<file path="src/hdl/low_memory_threshold_notifier_assert.svh">
// Assertion helpers used by the notifier datapath (lmtn_dp).
`ifndef LOW_MEMORY_THRESHOLD_NOTIFIER_ASSERT_SVH
`define LOW_MEMORY_THRESHOLD_NOTIFIER_ASSERT_SVH

// Check that cons holds in every cycle in which ante holds.
`define LMTN_ASSERT_IMP(lbl, ante, cons, msg) \
  lbl: assert property (@(posedge clk) disable iff (!rst_n) (ante) |-> (cons)) else $error(msg);

// Check that cond holds in every cycle out of reset.
`define LMTN_ASSERT_ALW(lbl, cond, msg) \
  lbl: assert property (@(posedge clk) disable iff (!rst_n) (cond)) else $error(msg);

`endif

</file>
<file path="src/hdl/lmtn_pkg.sv">
package lmtn_pkg;

  localparam int DEF_MAX_THRESHOLDS   = 16;
  localparam int DEF_PAGE_COUNT_WIDTH = 32;

  localparam int CFG_W        = 32;
  localparam int CFG_IDX_W    = 2;
  localparam int REQ_W        = 2;
  localparam int PCT_W        = 7;
  localparam int ID_W         = 10;
  localparam int LVL_OUT_W    = 5;
  localparam int CNT_OUT_W    = 5;
  localparam int PERCENT_BASE = 100;

  // 120 MiB of 4 KiB pages
  localparam logic [CFG_W-1:0] WS_RESET_PAGES = CFG_W'((120 * 1024 * 1024) >> 12);

  localparam logic [REQ_W-1:0] REQ_SAMPLE = 2'd0;
  localparam logic [REQ_W-1:0] REQ_REG    = 2'd1;
  localparam logic [REQ_W-1:0] REQ_CLEAR  = 2'd2;

  localparam logic [CFG_IDX_W-1:0] CFG_WORKING_SET = 2'd0;
  localparam logic [CFG_IDX_W-1:0] CFG_TOTAL_PAGES = 2'd1;
  localparam logic [CFG_IDX_W-1:0] CFG_SWAP_ENABLE = 2'd2;

  typedef struct packed {
    logic load;
    logic calc1;
    logic calc2;
    logic calc3;
    logic calc4;
    logic clear;
    logic set_full;
    logic idx_clamp;
    logic idx_inc;
    logic idx_dec;
    logic idx_cnt;
    logic lv_init;
    logic lvl_idx;
    logic lvl_inc;
    logic cnt_inc;
    logic rd_en;
    logic rd_prev;
    logic wr_shift;
    logic wr_new;
    logic emit_sig;
    logic emit_stat;
  } cmd_t;

  typedef struct packed {
    logic [REQ_W-1:0] req;
    logic cnt_zero;
    logic cnt_full;
    logic idx_neg;
    logic idx_zero;
    logic idx_ge_cnt;
    logic q_lt_use;
    logic q_lt_thr;
    logic div_done;
    logic out_free;
  } stat_t;

endpackage

</file>
<file path="src/hdl/low_memory_threshold_notifier.sv">
// Low-memory threshold notifier. Each request carries page counts; the block forms
// usable = (free - reserve [+ swap_free]) + (file - swapcache) - working_set with every
// subtraction clamped at zero. For a sample or register request it then walks a
// descending table of thresholds and emits one crossing signal per threshold crossed
// since the previous request; every request ends with one status result (last = 1). A
// register request also inserts percent * total / 100, total being configuration
// register 1 (status = 1 when the table is full); a clear request empties the table.
// Steps: page arithmetic (C1 to C4), a start state for the walk, then a read and a
// compare state per table entry walked, since the table is a memory with one registered
// read port, and a status state. The divide by 100 is a reciprocal multiplication spread
// over the arithmetic steps, so the insert never waits for it. A register request then
// moves the entries below the new threshold down one by one (read, compare, shift write),
// writes the new entry and rescans the table, entry by entry, to set the level.
// One request is worked on at a time; stall stays high until its status result is in
// the output register, and a signal or the status result waits whenever that register
// is still full and stalled.
// Configuration writes take effect at once and must only arrive while idle.
module low_memory_threshold_notifier #(
  parameter int MAX_THRESHOLDS   = lmtn_pkg::DEF_MAX_THRESHOLDS,
  parameter int PAGE_COUNT_WIDTH = lmtn_pkg::DEF_PAGE_COUNT_WIDTH
) (
  input  logic                                  clk,
  input  logic                                  rst_n,
  input  logic                                  cfg_we,
  input  logic [lmtn_pkg::CFG_IDX_W-1:0]        cfg_index,
  input  logic [lmtn_pkg::CFG_W-1:0]            cfg_wdata,
  input  logic                                  in_valid,
  output logic                                  in_stall,
  input  logic [lmtn_pkg::REQ_W-1:0]            in_req_type,
  input  logic [PAGE_COUNT_WIDTH-1:0]           in_free_pages,
  input  logic [PAGE_COUNT_WIDTH-1:0]           in_reserve_pages,
  input  logic [PAGE_COUNT_WIDTH-1:0]           in_file_pages,
  input  logic [PAGE_COUNT_WIDTH-1:0]           in_swapcache_pages,
  input  logic [PAGE_COUNT_WIDTH-1:0]           in_swap_free_pages,
  input  logic [lmtn_pkg::PCT_W-1:0]            in_threshold_percent,
  input  logic [lmtn_pkg::ID_W-1:0]             in_event_id,
  output logic                                  out_valid,
  input  logic                                  out_stall,
  output logic                                  out_result_kind,
  output logic [lmtn_pkg::ID_W-1:0]             out_signal_id,
  output logic [PAGE_COUNT_WIDTH-1:0]           out_crossed_threshold,
  output logic signed [lmtn_pkg::LVL_OUT_W-1:0] out_level_index,
  output logic [lmtn_pkg::CNT_OUT_W-1:0]        out_entry_count,
  output logic [PAGE_COUNT_WIDTH-1:0]           out_usable_count,
  output logic                                  out_status,
  output logic                                  out_last
);
  import lmtn_pkg::*;

  // command and status between sequencer and datapath
  cmd_t  cmd;
  stat_t st;

  // sequencer: accept a request, step the arithmetic, walk, insert, report
  lmtn_ctrl u_ctrl (
    .clk      (clk),
    .rst_n    (rst_n),
    .in_valid (in_valid),
    .in_stall (in_stall),
    .st       (st),
    .cmd      (cmd)
  );

  // datapath: configuration, page arithmetic, divider, table memories, result register
  lmtn_dp #(
    .MAX_THRESHOLDS   (MAX_THRESHOLDS),
    .PAGE_COUNT_WIDTH (PAGE_COUNT_WIDTH)
  ) u_dp (
    .clk                   (clk),
    .rst_n                 (rst_n),
    .cmd                   (cmd),
    .st                    (st),
    .cfg_we                (cfg_we),
    .cfg_index             (cfg_index),
    .cfg_wdata             (cfg_wdata),
    .in_req_type           (in_req_type),
    .in_free_pages         (in_free_pages),
    .in_reserve_pages      (in_reserve_pages),
    .in_file_pages         (in_file_pages),
    .in_swapcache_pages    (in_swapcache_pages),
    .in_swap_free_pages    (in_swap_free_pages),
    .in_threshold_percent  (in_threshold_percent),
    .in_event_id           (in_event_id),
    .out_valid             (out_valid),
    .out_stall             (out_stall),
    .out_result_kind       (out_result_kind),
    .out_signal_id         (out_signal_id),
    .out_crossed_threshold (out_crossed_threshold),
    .out_level_index       (out_level_index),
    .out_entry_count       (out_entry_count),
    .out_usable_count      (out_usable_count),
    .out_status            (out_status),
    .out_last              (out_last)
  );

endmodule

</file>
<file path="src/hdl/lmtn_ctrl.sv">
module lmtn_ctrl (
  input  logic           clk,
  input  logic           rst_n,
  input  logic           in_valid,
  output logic           in_stall,
  input  lmtn_pkg::stat_t st,
  output lmtn_pkg::cmd_t  cmd
);
  import lmtn_pkg::*;

  typedef enum logic [17:0] {
    S_IDLE    = 18'b000000000000000001,
    S_C1      = 18'b000000000000000010,
    S_C2      = 18'b000000000000000100,
    S_C3      = 18'b000000000000001000,
    S_C4      = 18'b000000000000010000,
    S_WINIT   = 18'b000000000000100000,
    S_DN_RD   = 18'b000000000001000000,
    S_DN_CMP  = 18'b000000000010000000,
    S_UP_RD   = 18'b000000000100000000,
    S_UP_CMP  = 18'b000000001000000000,
    S_INS_WT  = 18'b000000010000000000,
    S_INS_RD  = 18'b000000100000000000,
    S_INS_CMP = 18'b000001000000000000,
    S_INS_WR  = 18'b000010000000000000,
    S_LV_RD   = 18'b000100000000000000,
    S_LV_CMP  = 18'b001000000000000000,
    S_STAT    = 18'b010000000000000000,
    S_SPARE   = 18'b100000000000000000
  } state_t;

  state_t state_r, state_nxt, post_walk;

  assign in_stall = (state_r != S_IDLE);

  // after the walk: register requests go on to insert unless the table is full
  always_comb begin
    if (st.req == REQ_REG && !st.cnt_full) begin
      post_walk = S_INS_WT;
    end else begin
      post_walk = S_STAT;
    end
  end

  always_comb begin
    cmd       = '0;
    state_nxt = state_r;
    unique case (state_r)
      S_IDLE: begin
        if (in_valid) begin
          cmd.load  = 1'b1;
          state_nxt = S_C1;
        end
      end
      S_C1: begin
        cmd.calc1 = 1'b1;
        state_nxt = S_C2;
      end
      S_C2: begin
        cmd.calc2 = 1'b1;
        state_nxt = S_C3;
      end
      S_C3: begin
        cmd.calc3 = 1'b1;
        state_nxt = S_C4;
      end
      S_C4: begin
        cmd.calc4 = 1'b1;
        if (st.req == REQ_SAMPLE || st.req == REQ_REG) begin
          state_nxt = S_WINIT;
        end else begin
          cmd.clear = (st.req == REQ_CLEAR);
          state_nxt = S_STAT;
        end
      end
      S_WINIT: begin
        if (st.cnt_zero) begin
          cmd.set_full = (st.req == REQ_REG) && st.cnt_full;
          state_nxt    = post_walk;
        end else begin
          cmd.idx_clamp = 1'b1;
          state_nxt     = S_DN_RD;
        end
      end
      S_DN_RD: begin
        if (st.idx_neg) begin
          cmd.idx_inc = 1'b1;
          state_nxt   = S_UP_RD;
        end else begin
          cmd.rd_en = 1'b1;
          state_nxt = S_DN_CMP;
        end
      end
      S_DN_CMP: begin
        if (st.q_lt_use) begin
          if (st.out_free) begin
            cmd.emit_sig = 1'b1;
            cmd.idx_dec  = 1'b1;
            state_nxt    = S_DN_RD;
          end
        end else begin
          cmd.idx_inc = 1'b1;
          state_nxt   = S_UP_RD;
        end
      end
      S_UP_RD: begin
        if (st.idx_ge_cnt) begin
          cmd.lvl_idx  = 1'b1;
          cmd.set_full = (st.req == REQ_REG) && st.cnt_full;
          state_nxt    = post_walk;
        end else begin
          cmd.rd_en = 1'b1;
          state_nxt = S_UP_CMP;
        end
      end
      S_UP_CMP: begin
        if (!st.q_lt_use) begin
          if (st.out_free) begin
            cmd.emit_sig = 1'b1;
            cmd.idx_inc  = 1'b1;
            state_nxt    = S_UP_RD;
          end
        end else begin
          cmd.lvl_idx  = 1'b1;
          cmd.set_full = (st.req == REQ_REG) && st.cnt_full;
          state_nxt    = post_walk;
        end
      end
      S_INS_WT: begin
        if (st.div_done) begin
          cmd.idx_cnt = 1'b1;
          state_nxt   = S_INS_RD;
        end
      end
      S_INS_RD: begin
        if (st.idx_zero) begin
          state_nxt = S_INS_WR;
        end else begin
          cmd.rd_en   = 1'b1;
          cmd.rd_prev = 1'b1;
          state_nxt   = S_INS_CMP;
        end
      end
      S_INS_CMP: begin
        if (st.q_lt_thr) begin
          cmd.wr_shift = 1'b1;
          cmd.idx_dec  = 1'b1;
          state_nxt    = S_INS_RD;
        end else begin
          state_nxt = S_INS_WR;
        end
      end
      S_INS_WR: begin
        cmd.wr_new  = 1'b1;
        cmd.cnt_inc = 1'b1;
        cmd.lv_init = 1'b1;
        state_nxt   = S_LV_RD;
      end
      S_LV_RD: begin
        if (st.idx_ge_cnt) begin
          state_nxt = S_STAT;
        end else begin
          cmd.rd_en = 1'b1;
          state_nxt = S_LV_CMP;
        end
      end
      S_LV_CMP: begin
        cmd.lvl_inc = !st.q_lt_use;
        cmd.idx_inc = 1'b1;
        state_nxt   = S_LV_RD;
      end
      S_STAT: begin
        if (st.out_free) begin
          cmd.emit_stat = 1'b1;
          state_nxt     = S_IDLE;
        end
      end
      default: begin
        state_nxt = S_IDLE;
      end
    endcase
  end

  always_ff @(posedge clk) begin
    if (!rst_n) begin
      state_r <= S_IDLE;
    end else begin
      state_r <= state_nxt;
    end
  end

endmodule

</file>
<file path="src/hdl/lmtn_dp.sv">
module lmtn_dp #(
  parameter int MAX_THRESHOLDS   = lmtn_pkg::DEF_MAX_THRESHOLDS,
  parameter int PAGE_COUNT_WIDTH = lmtn_pkg::DEF_PAGE_COUNT_WIDTH
) (
  input  logic                              clk,
  input  logic                              rst_n,
  input  lmtn_pkg::cmd_t                    cmd,
  output lmtn_pkg::stat_t                   st,
  input  logic                              cfg_we,
  input  logic [lmtn_pkg::CFG_IDX_W-1:0]    cfg_index,
  input  logic [lmtn_pkg::CFG_W-1:0]        cfg_wdata,
  input  logic [lmtn_pkg::REQ_W-1:0]        in_req_type,
  input  logic [PAGE_COUNT_WIDTH-1:0]       in_free_pages,
  input  logic [PAGE_COUNT_WIDTH-1:0]       in_reserve_pages,
  input  logic [PAGE_COUNT_WIDTH-1:0]       in_file_pages,
  input  logic [PAGE_COUNT_WIDTH-1:0]       in_swapcache_pages,
  input  logic [PAGE_COUNT_WIDTH-1:0]       in_swap_free_pages,
  input  logic [lmtn_pkg::PCT_W-1:0]        in_threshold_percent,
  input  logic [lmtn_pkg::ID_W-1:0]         in_event_id,
  output logic                              out_valid,
  input  logic                              out_stall,
  output logic                              out_result_kind,
  output logic [lmtn_pkg::ID_W-1:0]         out_signal_id,
  output logic [PAGE_COUNT_WIDTH-1:0]       out_crossed_threshold,
  output logic signed [lmtn_pkg::LVL_OUT_W-1:0] out_level_index,
  output logic [lmtn_pkg::CNT_OUT_W-1:0]    out_entry_count,
  output logic [PAGE_COUNT_WIDTH-1:0]       out_usable_count,
  output logic                              out_status,
  output logic                              out_last
);
  import lmtn_pkg::*;

  localparam int PW    = PAGE_COUNT_WIDTH;
  localparam int CW    = $clog2(MAX_THRESHOLDS + 1);
  localparam int IXW   = CW + 1;
  localparam int AW    = (MAX_THRESHOLDS > 1) ? $clog2(MAX_THRESHOLDS) : 1;
  localparam int PRODW = PCT_W + CFG_W;
  localparam int REMW  = $clog2(PERCENT_BASE);
  localparam int DW    = 2 * CFG_W;
  localparam int SMW   = PCT_W + REMW;
  localparam logic [63:0] MASK64 = {64{1'b1}} >> (64 - PW);
  localparam logic signed [IXW-1:0] ONE_S = IXW'(1);
  // total / 100 for a 32-bit total: multiply by ceil(2^37 / 100), keep the top bits
  localparam logic [CFG_W-1:0] RECIP_BIG   = 32'h51EB851F;
  localparam int               BIG_SHIFT   = 37;
  // small products below 2^14: multiply by ceil(2^20 / 100)
  localparam logic [SMW-1:0]   RECIP_SMALL = SMW'(10486);
  localparam int               SMALL_SHIFT = 20;

  function automatic logic [PW-1:0] sat_sub(input logic [PW-1:0] a, input logic [PW-1:0] b);
    return (a > b) ? (a - b) : '0;
  endfunction

  function automatic logic [PW-1:0] sat_add(input logic [PW-1:0] a, input logic [PW-1:0] b);
    logic [PW:0] s;
    s = {1'b0, a} + {1'b0, b};
    return s[PW] ? {PW{1'b1}} : s[PW-1:0];
  endfunction

  // configuration
  logic [CFG_W-1:0] ws_r, total_r;
  logic             swen_r;
  logic [63:0]      ws64;
  logic [PW-1:0]    ws_pw;

  always_ff @(posedge clk) begin
    if (!rst_n) begin
      ws_r    <= WS_RESET_PAGES;
      total_r <= '0;
      swen_r  <= 1'b0;
    end else if (cfg_we) begin
      case (cfg_index)
        CFG_WORKING_SET: ws_r    <= cfg_wdata;
        CFG_TOTAL_PAGES: total_r <= cfg_wdata;
        CFG_SWAP_ENABLE: swen_r  <= cfg_wdata[0];
        default: ;
      endcase
    end
  end

  assign ws64  = 64'(ws_r);
  assign ws_pw = ws64[PW-1:0];

  // request capture and usable-page arithmetic
  logic [REQ_W-1:0] req_r;
  logic [PW-1:0]    f_r, rv_r, fl_r, sc_r, sw_r;
  logic [PCT_W-1:0] pct_r;
  logic [ID_W-1:0]  id_r;
  logic             full_r;

  always_ff @(posedge clk) begin
    if (cmd.load) begin
      req_r <= in_req_type;
      f_r   <= in_free_pages;
      rv_r  <= in_reserve_pages;
      fl_r  <= in_file_pages;
      sc_r  <= in_swapcache_pages;
      sw_r  <= in_swap_free_pages;
      pct_r <= in_threshold_percent;
      id_r  <= in_event_id;
    end else if (cmd.calc1) begin
      f_r  <= sat_sub(f_r, rv_r);
      fl_r <= sat_sub(fl_r, sc_r);
    end else if (cmd.calc2) begin
      if (swen_r) begin
        f_r <= sat_add(f_r, sw_r);
      end
    end else if (cmd.calc3) begin
      f_r <= sat_add(f_r, fl_r);
    end else if (cmd.calc4) begin
      f_r <= sat_sub(f_r, ws_pw);
    end
  end

  always_ff @(posedge clk) begin
    if (!rst_n) begin
      full_r <= 1'b0;
    end else if (cmd.load) begin
      full_r <= 1'b0;
    end else if (cmd.set_full) begin
      full_r <= 1'b1;
    end
  end

  // threshold = percent * total / 100 over the arithmetic steps calc1 to calc4:
  // split total = 100 * q + r, then percent * q + (percent * r) / 100
  logic [DW-1:0]    qbig;
  logic [CFG_W-1:0] q100_r, rem_full;
  logic [REMW-1:0]  rem_r;
  logic [PRODW-1:0] pq_r, quo_r;
  logic [SMW-1:0]   pr_r;
  logic [2*SMW-1:0] prm;
  logic             quo_ok_r;
  logic [63:0]      quo64;
  logic [PW-1:0]    thr_pw;

  assign qbig     = DW'(total_r) * DW'(RECIP_BIG);
  assign rem_full = total_r - q100_r * CFG_W'(PERCENT_BASE);
  assign prm      = (2*SMW)'(pr_r) * (2*SMW)'(RECIP_SMALL);

  always_ff @(posedge clk) begin
    if (cmd.calc1) begin
      q100_r <= CFG_W'(qbig >> BIG_SHIFT);
    end else if (cmd.calc2) begin
      rem_r <= rem_full[REMW-1:0];
    end else if (cmd.calc3) begin
      pq_r <= PRODW'(pct_r) * PRODW'(q100_r);
      pr_r <= SMW'(pct_r) * SMW'(rem_r);
    end else if (cmd.calc4) begin
      quo_r <= pq_r + PRODW'(prm >> SMALL_SHIFT);
    end
  end

  always_ff @(posedge clk) begin
    if (!rst_n) begin
      quo_ok_r <= 1'b0;
    end else if (cmd.load) begin
      quo_ok_r <= 1'b0;
    end else if (cmd.calc4) begin
      quo_ok_r <= 1'b1;
    end
  end

  assign quo64  = 64'(quo_r);
  assign thr_pw = (quo64 > MASK64) ? MASK64[PW-1:0] : quo64[PW-1:0];

  // table bookkeeping
  logic [CW-1:0]         cnt_r;
  logic signed [IXW-1:0] idx_r, lvl_r, cnt_s;

  assign cnt_s = $signed({1'b0, cnt_r});

  always_ff @(posedge clk) begin
    if (!rst_n) begin
      cnt_r <= '0;
      lvl_r <= '1;
    end else if (cmd.clear) begin
      cnt_r <= '0;
      lvl_r <= '1;
    end else begin
      if (cmd.cnt_inc) begin
        cnt_r <= cnt_r + 1'b1;
      end
      if (cmd.lv_init) begin
        lvl_r <= '1;
      end else if (cmd.lvl_inc) begin
        lvl_r <= lvl_r + ONE_S;
      end else if (cmd.lvl_idx) begin
        lvl_r <= idx_r - ONE_S;
      end
    end
  end

  always_ff @(posedge clk) begin
    if (cmd.idx_clamp) begin
      idx_r <= (lvl_r >= cnt_s) ? (cnt_s - ONE_S) : lvl_r;
    end else if (cmd.idx_cnt) begin
      idx_r <= cnt_s;
    end else if (cmd.lv_init) begin
      idx_r <= '0;
    end else if (cmd.idx_inc) begin
      idx_r <= idx_r + ONE_S;
    end else if (cmd.idx_dec) begin
      idx_r <= idx_r - ONE_S;
    end
  end

  // threshold and listener memories, one write and one registered read port
  logic [PW-1:0]   thr_mem [MAX_THRESHOLDS];
  logic [ID_W-1:0] lis_mem [MAX_THRESHOLDS];
  logic [PW-1:0]   thr_q;
  logic [ID_W-1:0] lis_q;
  logic [IXW-1:0]  rd_idx;
  logic [AW-1:0]   rd_addr, wr_addr;

  assign rd_idx  = cmd.rd_prev ? (idx_r - ONE_S) : idx_r;
  assign rd_addr = rd_idx[AW-1:0];
  assign wr_addr = idx_r[AW-1:0];

  always_ff @(posedge clk) begin
    if (cmd.wr_shift) begin
      thr_mem[wr_addr] <= thr_q;
      lis_mem[wr_addr] <= lis_q;
    end else if (cmd.wr_new) begin
      thr_mem[wr_addr] <= thr_pw;
      lis_mem[wr_addr] <= id_r;
    end
  end

  always_ff @(posedge clk) begin
    if (cmd.rd_en) begin
      thr_q <= thr_mem[rd_addr];
      lis_q <= lis_mem[rd_addr];
    end
  end

  // result register
  logic                  ov_r;
  logic                  kind_r, ostat_r, last_r;
  logic [ID_W-1:0]       sid_r;
  logic [PW-1:0]         cthr_r, use_r;
  logic [LVL_OUT_W-1:0]  olvl_r;
  logic [CNT_OUT_W-1:0]  ocnt_r;
  logic signed [31:0]    lvl32;
  logic [31:0]           cnt32;

  assign lvl32 = 32'(lvl_r);
  assign cnt32 = 32'(cnt_r);

  always_ff @(posedge clk) begin
    if (!rst_n) begin
      ov_r <= 1'b0;
    end else if (cmd.emit_sig || cmd.emit_stat) begin
      ov_r <= 1'b1;
    end else if (!out_stall) begin
      ov_r <= 1'b0;
    end
  end

  always_ff @(posedge clk) begin
    if (cmd.emit_sig) begin
      kind_r  <= 1'b0;
      sid_r   <= lis_q;
      cthr_r  <= thr_q;
      olvl_r  <= '0;
      ocnt_r  <= '0;
      use_r   <= f_r;
      ostat_r <= 1'b0;
      last_r  <= 1'b0;
    end else if (cmd.emit_stat) begin
      kind_r  <= 1'b1;
      sid_r   <= '0;
      cthr_r  <= '0;
      olvl_r  <= lvl32[LVL_OUT_W-1:0];
      ocnt_r  <= cnt32[CNT_OUT_W-1:0];
      use_r   <= f_r;
      ostat_r <= full_r;
      last_r  <= 1'b1;
    end
  end

  assign out_valid             = ov_r;
  assign out_result_kind       = kind_r;
  assign out_signal_id         = sid_r;
  assign out_crossed_threshold = cthr_r;
  assign out_level_index       = $signed(olvl_r);
  assign out_entry_count       = ocnt_r;
  assign out_usable_count      = use_r;
  assign out_status            = ostat_r;
  assign out_last              = last_r;

  // status toward the controller
  always_comb begin
    st            = '0;
    st.req        = req_r;
    st.cnt_zero   = (cnt_r == '0);
    st.cnt_full   = (cnt_r == CW'(MAX_THRESHOLDS));
    st.idx_neg    = idx_r[IXW-1];
    st.idx_zero   = (idx_r == '0);
    st.idx_ge_cnt = (idx_r >= cnt_s);
    st.q_lt_use   = (thr_q < f_r);
    st.q_lt_thr   = (thr_q < thr_pw);
    st.div_done   = quo_ok_r;
    st.out_free   = !ov_r || !out_stall;
  end

`include "low_memory_threshold_notifier_assert.svh"

  `LMTN_ASSERT_IMP(a_emit_free, (cmd.emit_sig || cmd.emit_stat), (!ov_r || !out_stall), "result overwritten while stalled")
  `LMTN_ASSERT_ALW(a_cnt_bound, (cnt_r <= CW'(MAX_THRESHOLDS)), "table count beyond depth")
  `LMTN_ASSERT_IMP(a_wr_range, (cmd.wr_shift || cmd.wr_new), (!idx_r[IXW-1] && idx_r < $signed(IXW'(MAX_THRESHOLDS))), "table write outside depth")
  `LMTN_ASSERT_IMP(a_ins_room, cmd.wr_new, (cnt_r < CW'(MAX_THRESHOLDS) && quo_ok_r), "insert into full table or before divide done")

endmodule

</file>
<file path="config.mk">
export PLATFORM = sky130hd
export DESIGN_NAME = low_memory_threshold_notifier
export DESIGN_NICKNAME = d
export VERILOG_FILES = /design/src/hdl/lmtn_pkg.sv /design/src/hdl/low_memory_threshold_notifier.sv /design/src/hdl/lmtn_ctrl.sv /design/src/hdl/lmtn_dp.sv
export VERILOG_INCLUDE_DIRS = /design/src /design/src/hdl
export SDC_FILE = /design/constraint.sdc
export NUM_CORES = 2
export LEC_CHECK = 0
export BUFFER_PORTS_ARGS = -buffer_cell sky130_fd_sc_hd__buf_2
export CAP_MARGIN = 30
export CORE_ASPECT_RATIO = 0.75
export CORE_MARGIN = 4
export CORE_UTILIZATION = 45
export CTS_CLUSTER_DIAMETER = 40
export DETAILED_ROUTE_END_ITERATION = 8
export PLACE_DENSITY_LB_ADDON = 0.05
export RECOVER_POWER = 100
export SLEW_MARGIN = 40
export SYNTH_ARGS = -nofsm -noshare
export SYNTH_HDL_FRONTEND = slang
export SYNTH_SLANG_ARGS = --single-unit
</file>
<file path="constraint.sdc">
create_clock -name clk -period 14.5 [get_ports clk]
set_input_delay 2.9 -clock clk [delete_from_list [all_inputs] [get_ports clk]]
set_output_delay 2.9 -clock clk [all_outputs]
set_load 0.005 [all_outputs]
</file>
==> results.md <==
- Met3 capacity usage during global routing: under 10%
- Number of buffers created by CTS: 164
- Capturing element type of the critical path: register
- FF+latch area: between 30000 and 40000 sq um
- Total length of routed wires: around 260000 um
- Peak clock frequency supported by timing: approximately 91 MHz
- Root cell of the clock tree: sky130_fd_sc_hd__clkbuf_16
- Row Count: ~140
- Multiplexer fraction of the synthesized cell area: less than 1%
- Initial DRC count: ~5600
- # fillers: between 15000 and 20000
- Leakage power: between 40 and 50 nW
- Port Buffers: 306
- Area fraction in and, or, nand and nor cells after synthesis: around 13%
- Top Usage Layer GRT: met1
- ANT nets after route: 0
- Maximum clock skew at final layout: roughly 0.042 ns
- Flop-to-flop setup slack: between 3 and 4 ns
- Die Span Y: 381 um
- Post-synthesis compound-gate area fraction: under 10%
- Effective utilization at floorplan: 45.4%
- Global route overflow: 0
- First-pass iteration count of the detailed router: 8
- Overall fraction of global-route tracks in use: about 27%
- Post-cts sizing count: 0
- Number of nets in the layout: ~9700
- Number of library cell types mapped by synthesis: roughly 110
- Adder-cell share of the synthesized area: between 20% and 30%
- Xor-xnor portion of the synthesized cell area: under 10%
- Worst-path clk slew: roughly 0.06 ns
- Gpl congestion: around 0.98
- DPL Wire Length: around 190000 um
- Data required time at the worst endpoint: 15.01 ns
- Period utilisation layout: 75.7%
- Pin count of the biggest net entering global routing: approximately 170
- Clock tree from TritonCTS: done
- Final core utilization: ~51%
- Nets in the synthesized netlist: around 9400
- Combinational family with the most area after synthesis: adder cells
- Number of I/O pins: 307
- #FFs+latches synth: about 1200
- Setup violations, final: 0
- Type of the worst setup path: reg2reg
- Layout area overhead: 11.4%
- Failing checks: capacitance limit, slew limit
- Global routing met1 resource utilization: 42.3%
- Min-delay worst type: reg2reg
- Fraction of registers with async set or reset after synthesis: 0%
- Post-synthesis sequential area ratio: a little over two fifths
- Ratio of cells with drive above 1 in the final layout: under 10%
- Number of warnings printed during yosys synthesis: 0
- Htree depth: 4
- Fin. max-slew vios: ~1600
- Met2 usage in global routing: ~37%
- Hold Fails Final Rpt: 0
- Number of vias in the routed layout: roughly 59000
- Multi-input gate area: about 43000 sq um
- Die Footprint: about 190000 sq um
- Number of flops mapped to enable cells by yosys: about 1100
- Run status: finished with violations
- Top FF cell, synth: sky130_fd_sc_hd__edfxtp_1
- Wire length of the first global-routing pass: 387000 um
- Average size of a mapped cell: roughly 11 sq um
- Post-CTS setup repair buffer count: 0
- Period minus WS final: 10.98 ns
- Number of sinks handled by clock tree synthesis: 1195
- Vias in the first global route: approximately 58000
- RSZ-0062 raised after global routing: no
- Synthesized netlist cell count: approximately 7800
- Worst-skew pair later-pin latency: 0.81 ns
- Power per unit of standard cell area: 175 nW/um^2
- Number of buffers inserted for hold repair after clock tree synthesis: 0
- Setup TNS Final: 0 ns
- Max-cap check violation count: 42
- Post-route DRC: 0
- Max VDD drop: roughly 180 uV
- Core region area: ~180000 sq um
- Critical path peak fanout: 55
- Post-detailed-route via-to-cell ratio: between 5 and 6
- Synth Cell Area: between 80000 and 90000 sq um
- Avg WL per Cell: between 20 and 25 um
- Clk buf depth: 3
- Crit path launch type: register
- Antenna violations before repair: 19
- Tightest Pin Transition: roughly 4.4 ns
- Width of the die: 505 um
- Signal arrival time at the worst endpoint: between 10 and 15 ns
- Tightest slew margin relative to the limit: -193%
## synth_stat cells, drive strengths merged (105+ instances only)
| cell | instances | area [sq um] |
|---|---|---|
| a21o | 135 | 1010 |
| a21oi | 396 | 2000 |
| and2 | 136 | 851 |
| buf | 105 | 576 |
| clkbuf | 153 | 577 |
| dfxtp | 108 | 2160 |
| edfxtp | 1087 | 32600 |
| fa | 602 | 12100 |
| ha | 824 | 10300 |
| inv | 1080 | 4050 |
| nand2 | 1168 | 4390 |
| nand3 | 416 | 2090 |
| nor2 | 275 | 1030 |
| o21ai | 208 | 1040 |
| xnor2 | 166 | 1510 |
## layout make-up
type                    instances  area share [%]
multi-input cells            5254            46.7
flip-flops and latches       1195            37.5
inverters                    1080            4.37
repair buffers                394            2.11
well taps                    2415            3.25
clock buffers                 188            4.65
clock inverters               111            1.38
diodes                          7          0.0189
## kinds of logic (layout without fill, tap and decap cells)
logic type | Yosys count | in the layout
AO/OA/AOI/OAI | 1187 | 1187
XOR/XNOR | 257 | 257
adder cells (fa/ha/maj) | 1426 | 1426
buffers and inverters | 1338 | 1773
flip-flops | 1195 | 1195
multiplexers | 23 | 23
other | 0 | 7
AND/OR/NAND/NOR | 2361 | 2361
## registers in the layout, indices dropped and copies added, names as in the netlist, 17 cells and up
name / count
u_dp.thr_mem: 512
u_dp.lis_mem: 160
u_dp.quo_r: 34
u_dp.pq_r: 33
u_dp.f_r: 32
u_dp.fl_r: 32
u_dp.out_crossed_threshold: 32
u_dp.out_usable_count: 32
u_dp.rv_r: 32
u_dp.sc_r: 32
u_dp.sw_r: 32
u_dp.thr_q: 32
u_dp.total_r: 32
u_dp.ws_pw: 32
u_dp.q100_r: 26
u_ctrl.state_r: 17
## critical path, stage by stage, from the launching register on
cell and delay [ns]:
sky130_fd_sc_hd__dfxtp_1 0.39, sky130_fd_sc_hd__nor4_1 0.63, sky130_fd_sc_hd__nand2_2 0.13, sky130_fd_sc_hd__nor2_1 0.23, sky130_fd_sc_hd__and4b_1 0.37, sky130_fd_sc_hd__nand2_1 0.46, sky130_fd_sc_hd__o21ai_0 2.47, sky130_fd_sc_hd__clkbuf_1 2.52
sky130_fd_sc_hd__clkbuf_1 2.42, sky130_fd_sc_hd__and3_1 0.42, sky130_fd_sc_hd__a311oi_1 0.07, sky130_fd_sc_hd__a311oi_1 0.38, sky130_fd_sc_hd__a31oi_1 0.10
## per-stage QoR
step	std cells	hold WS [ns]	setup slack (ns)	cell area [sq um]	total power, mW
after detailed placement	10335	0.441	6.44	87900	12.2
after CTS	10634	0.449	6.38	93500	16.3
after global placement	10324	0.438	6.50	87600	12.1
after floorplan	7787	0.430	7.07	83400	9.89
final	10644	0.449	3.52	92900	16.3
after global routing	10639	0.466	3.04	92900	17.4
## placed cells by master (no fill, tap or decap), types with 15 or more instances in the layout
cell type                    count
sky130_fd_sc_hd__a211oi_1       24
sky130_fd_sc_hd__fa_1          602
sky130_fd_sc_hd__nand3b_1       15
sky130_fd_sc_hd__nand2b_1       33
sky130_fd_sc_hd__nand4_1        52
sky130_fd_sc_hd__nor3_1         61
sky130_fd_sc_hd__clkinvlp_4     19
sky130_fd_sc_hd__a21o_1        135
sky130_fd_sc_hd__clkinv_2       23
sky130_fd_sc_hd__ha_1          824
sky130_fd_sc_hd__inv_1        1078
sky130_fd_sc_hd__a31oi_1        73
sky130_fd_sc_hd__o21a_1         38
sky130_fd_sc_hd__o21ai_0       199
sky130_fd_sc_hd__nand2_1      1166
sky130_fd_sc_hd__edfxtp_1     1087
sky130_fd_sc_hd__and2_1         92
sky130_fd_sc_hd__a21oi_1       394
sky130_fd_sc_hd__dfxtp_1       108
sky130_fd_sc_hd__clkbuf_1      160
sky130_fd_sc_hd__nand3_1       415
sky130_fd_sc_hd__and2_0         44
sky130_fd_sc_hd__o211ai_1       26
sky130_fd_sc_hd__buf_4          26
sky130_fd_sc_hd__buf_2         215
sky130_fd_sc_hd__xnor2_1       161
sky130_fd_sc_hd__o21bai_1       35
sky130_fd_sc_hd__clkbuf_16     167
sky130_fd_sc_hd__nor2b_1        40
sky130_fd_sc_hd__a311oi_1       90
sky130_fd_sc_hd__xor2_1         91
sky130_fd_sc_hd__nor2_1        268
sky130_fd_sc_hd__clkinv_4       17
sky130_fd_sc_hd__and3_1         77
sky130_fd_sc_hd__o31ai_1        17
## power by group
group | leakage, nW | total [mW] | internal, mW | switching [mW]
combinational | 27.0 | 7.62 | 2.99 | 4.63
sequential | 10.9 | 4.61 | 4.24 | 0.377
clock | 2.67 | 4.06 | 2.40 | 1.66
## final timing paths
| kind | endpoint | depth (start not counted) | startpoint |
|---|---|---|---|
| setup / recovery | u_dp.thr_q[3] | 12 | u_ctrl.state_r[16] |
| hold / removal | u_dp.out_level_index[4] | 2 | u_dp.out_level_index[4] |
| setup reg to reg | u_dp.thr_q[3] | 12 | u_ctrl.state_r[16] |
| hold reg to reg | u_dp.out_level_index[4] | 2 | u_dp.out_level_index[4] |
## layer usage
metal	up-vias	wire length (um)
met5	-	23
met4	4	4960
met3	281	24300
met2	2174	107000
met1	29541	126000
li1	27458	-
Power figures use the tool's default switching activity.
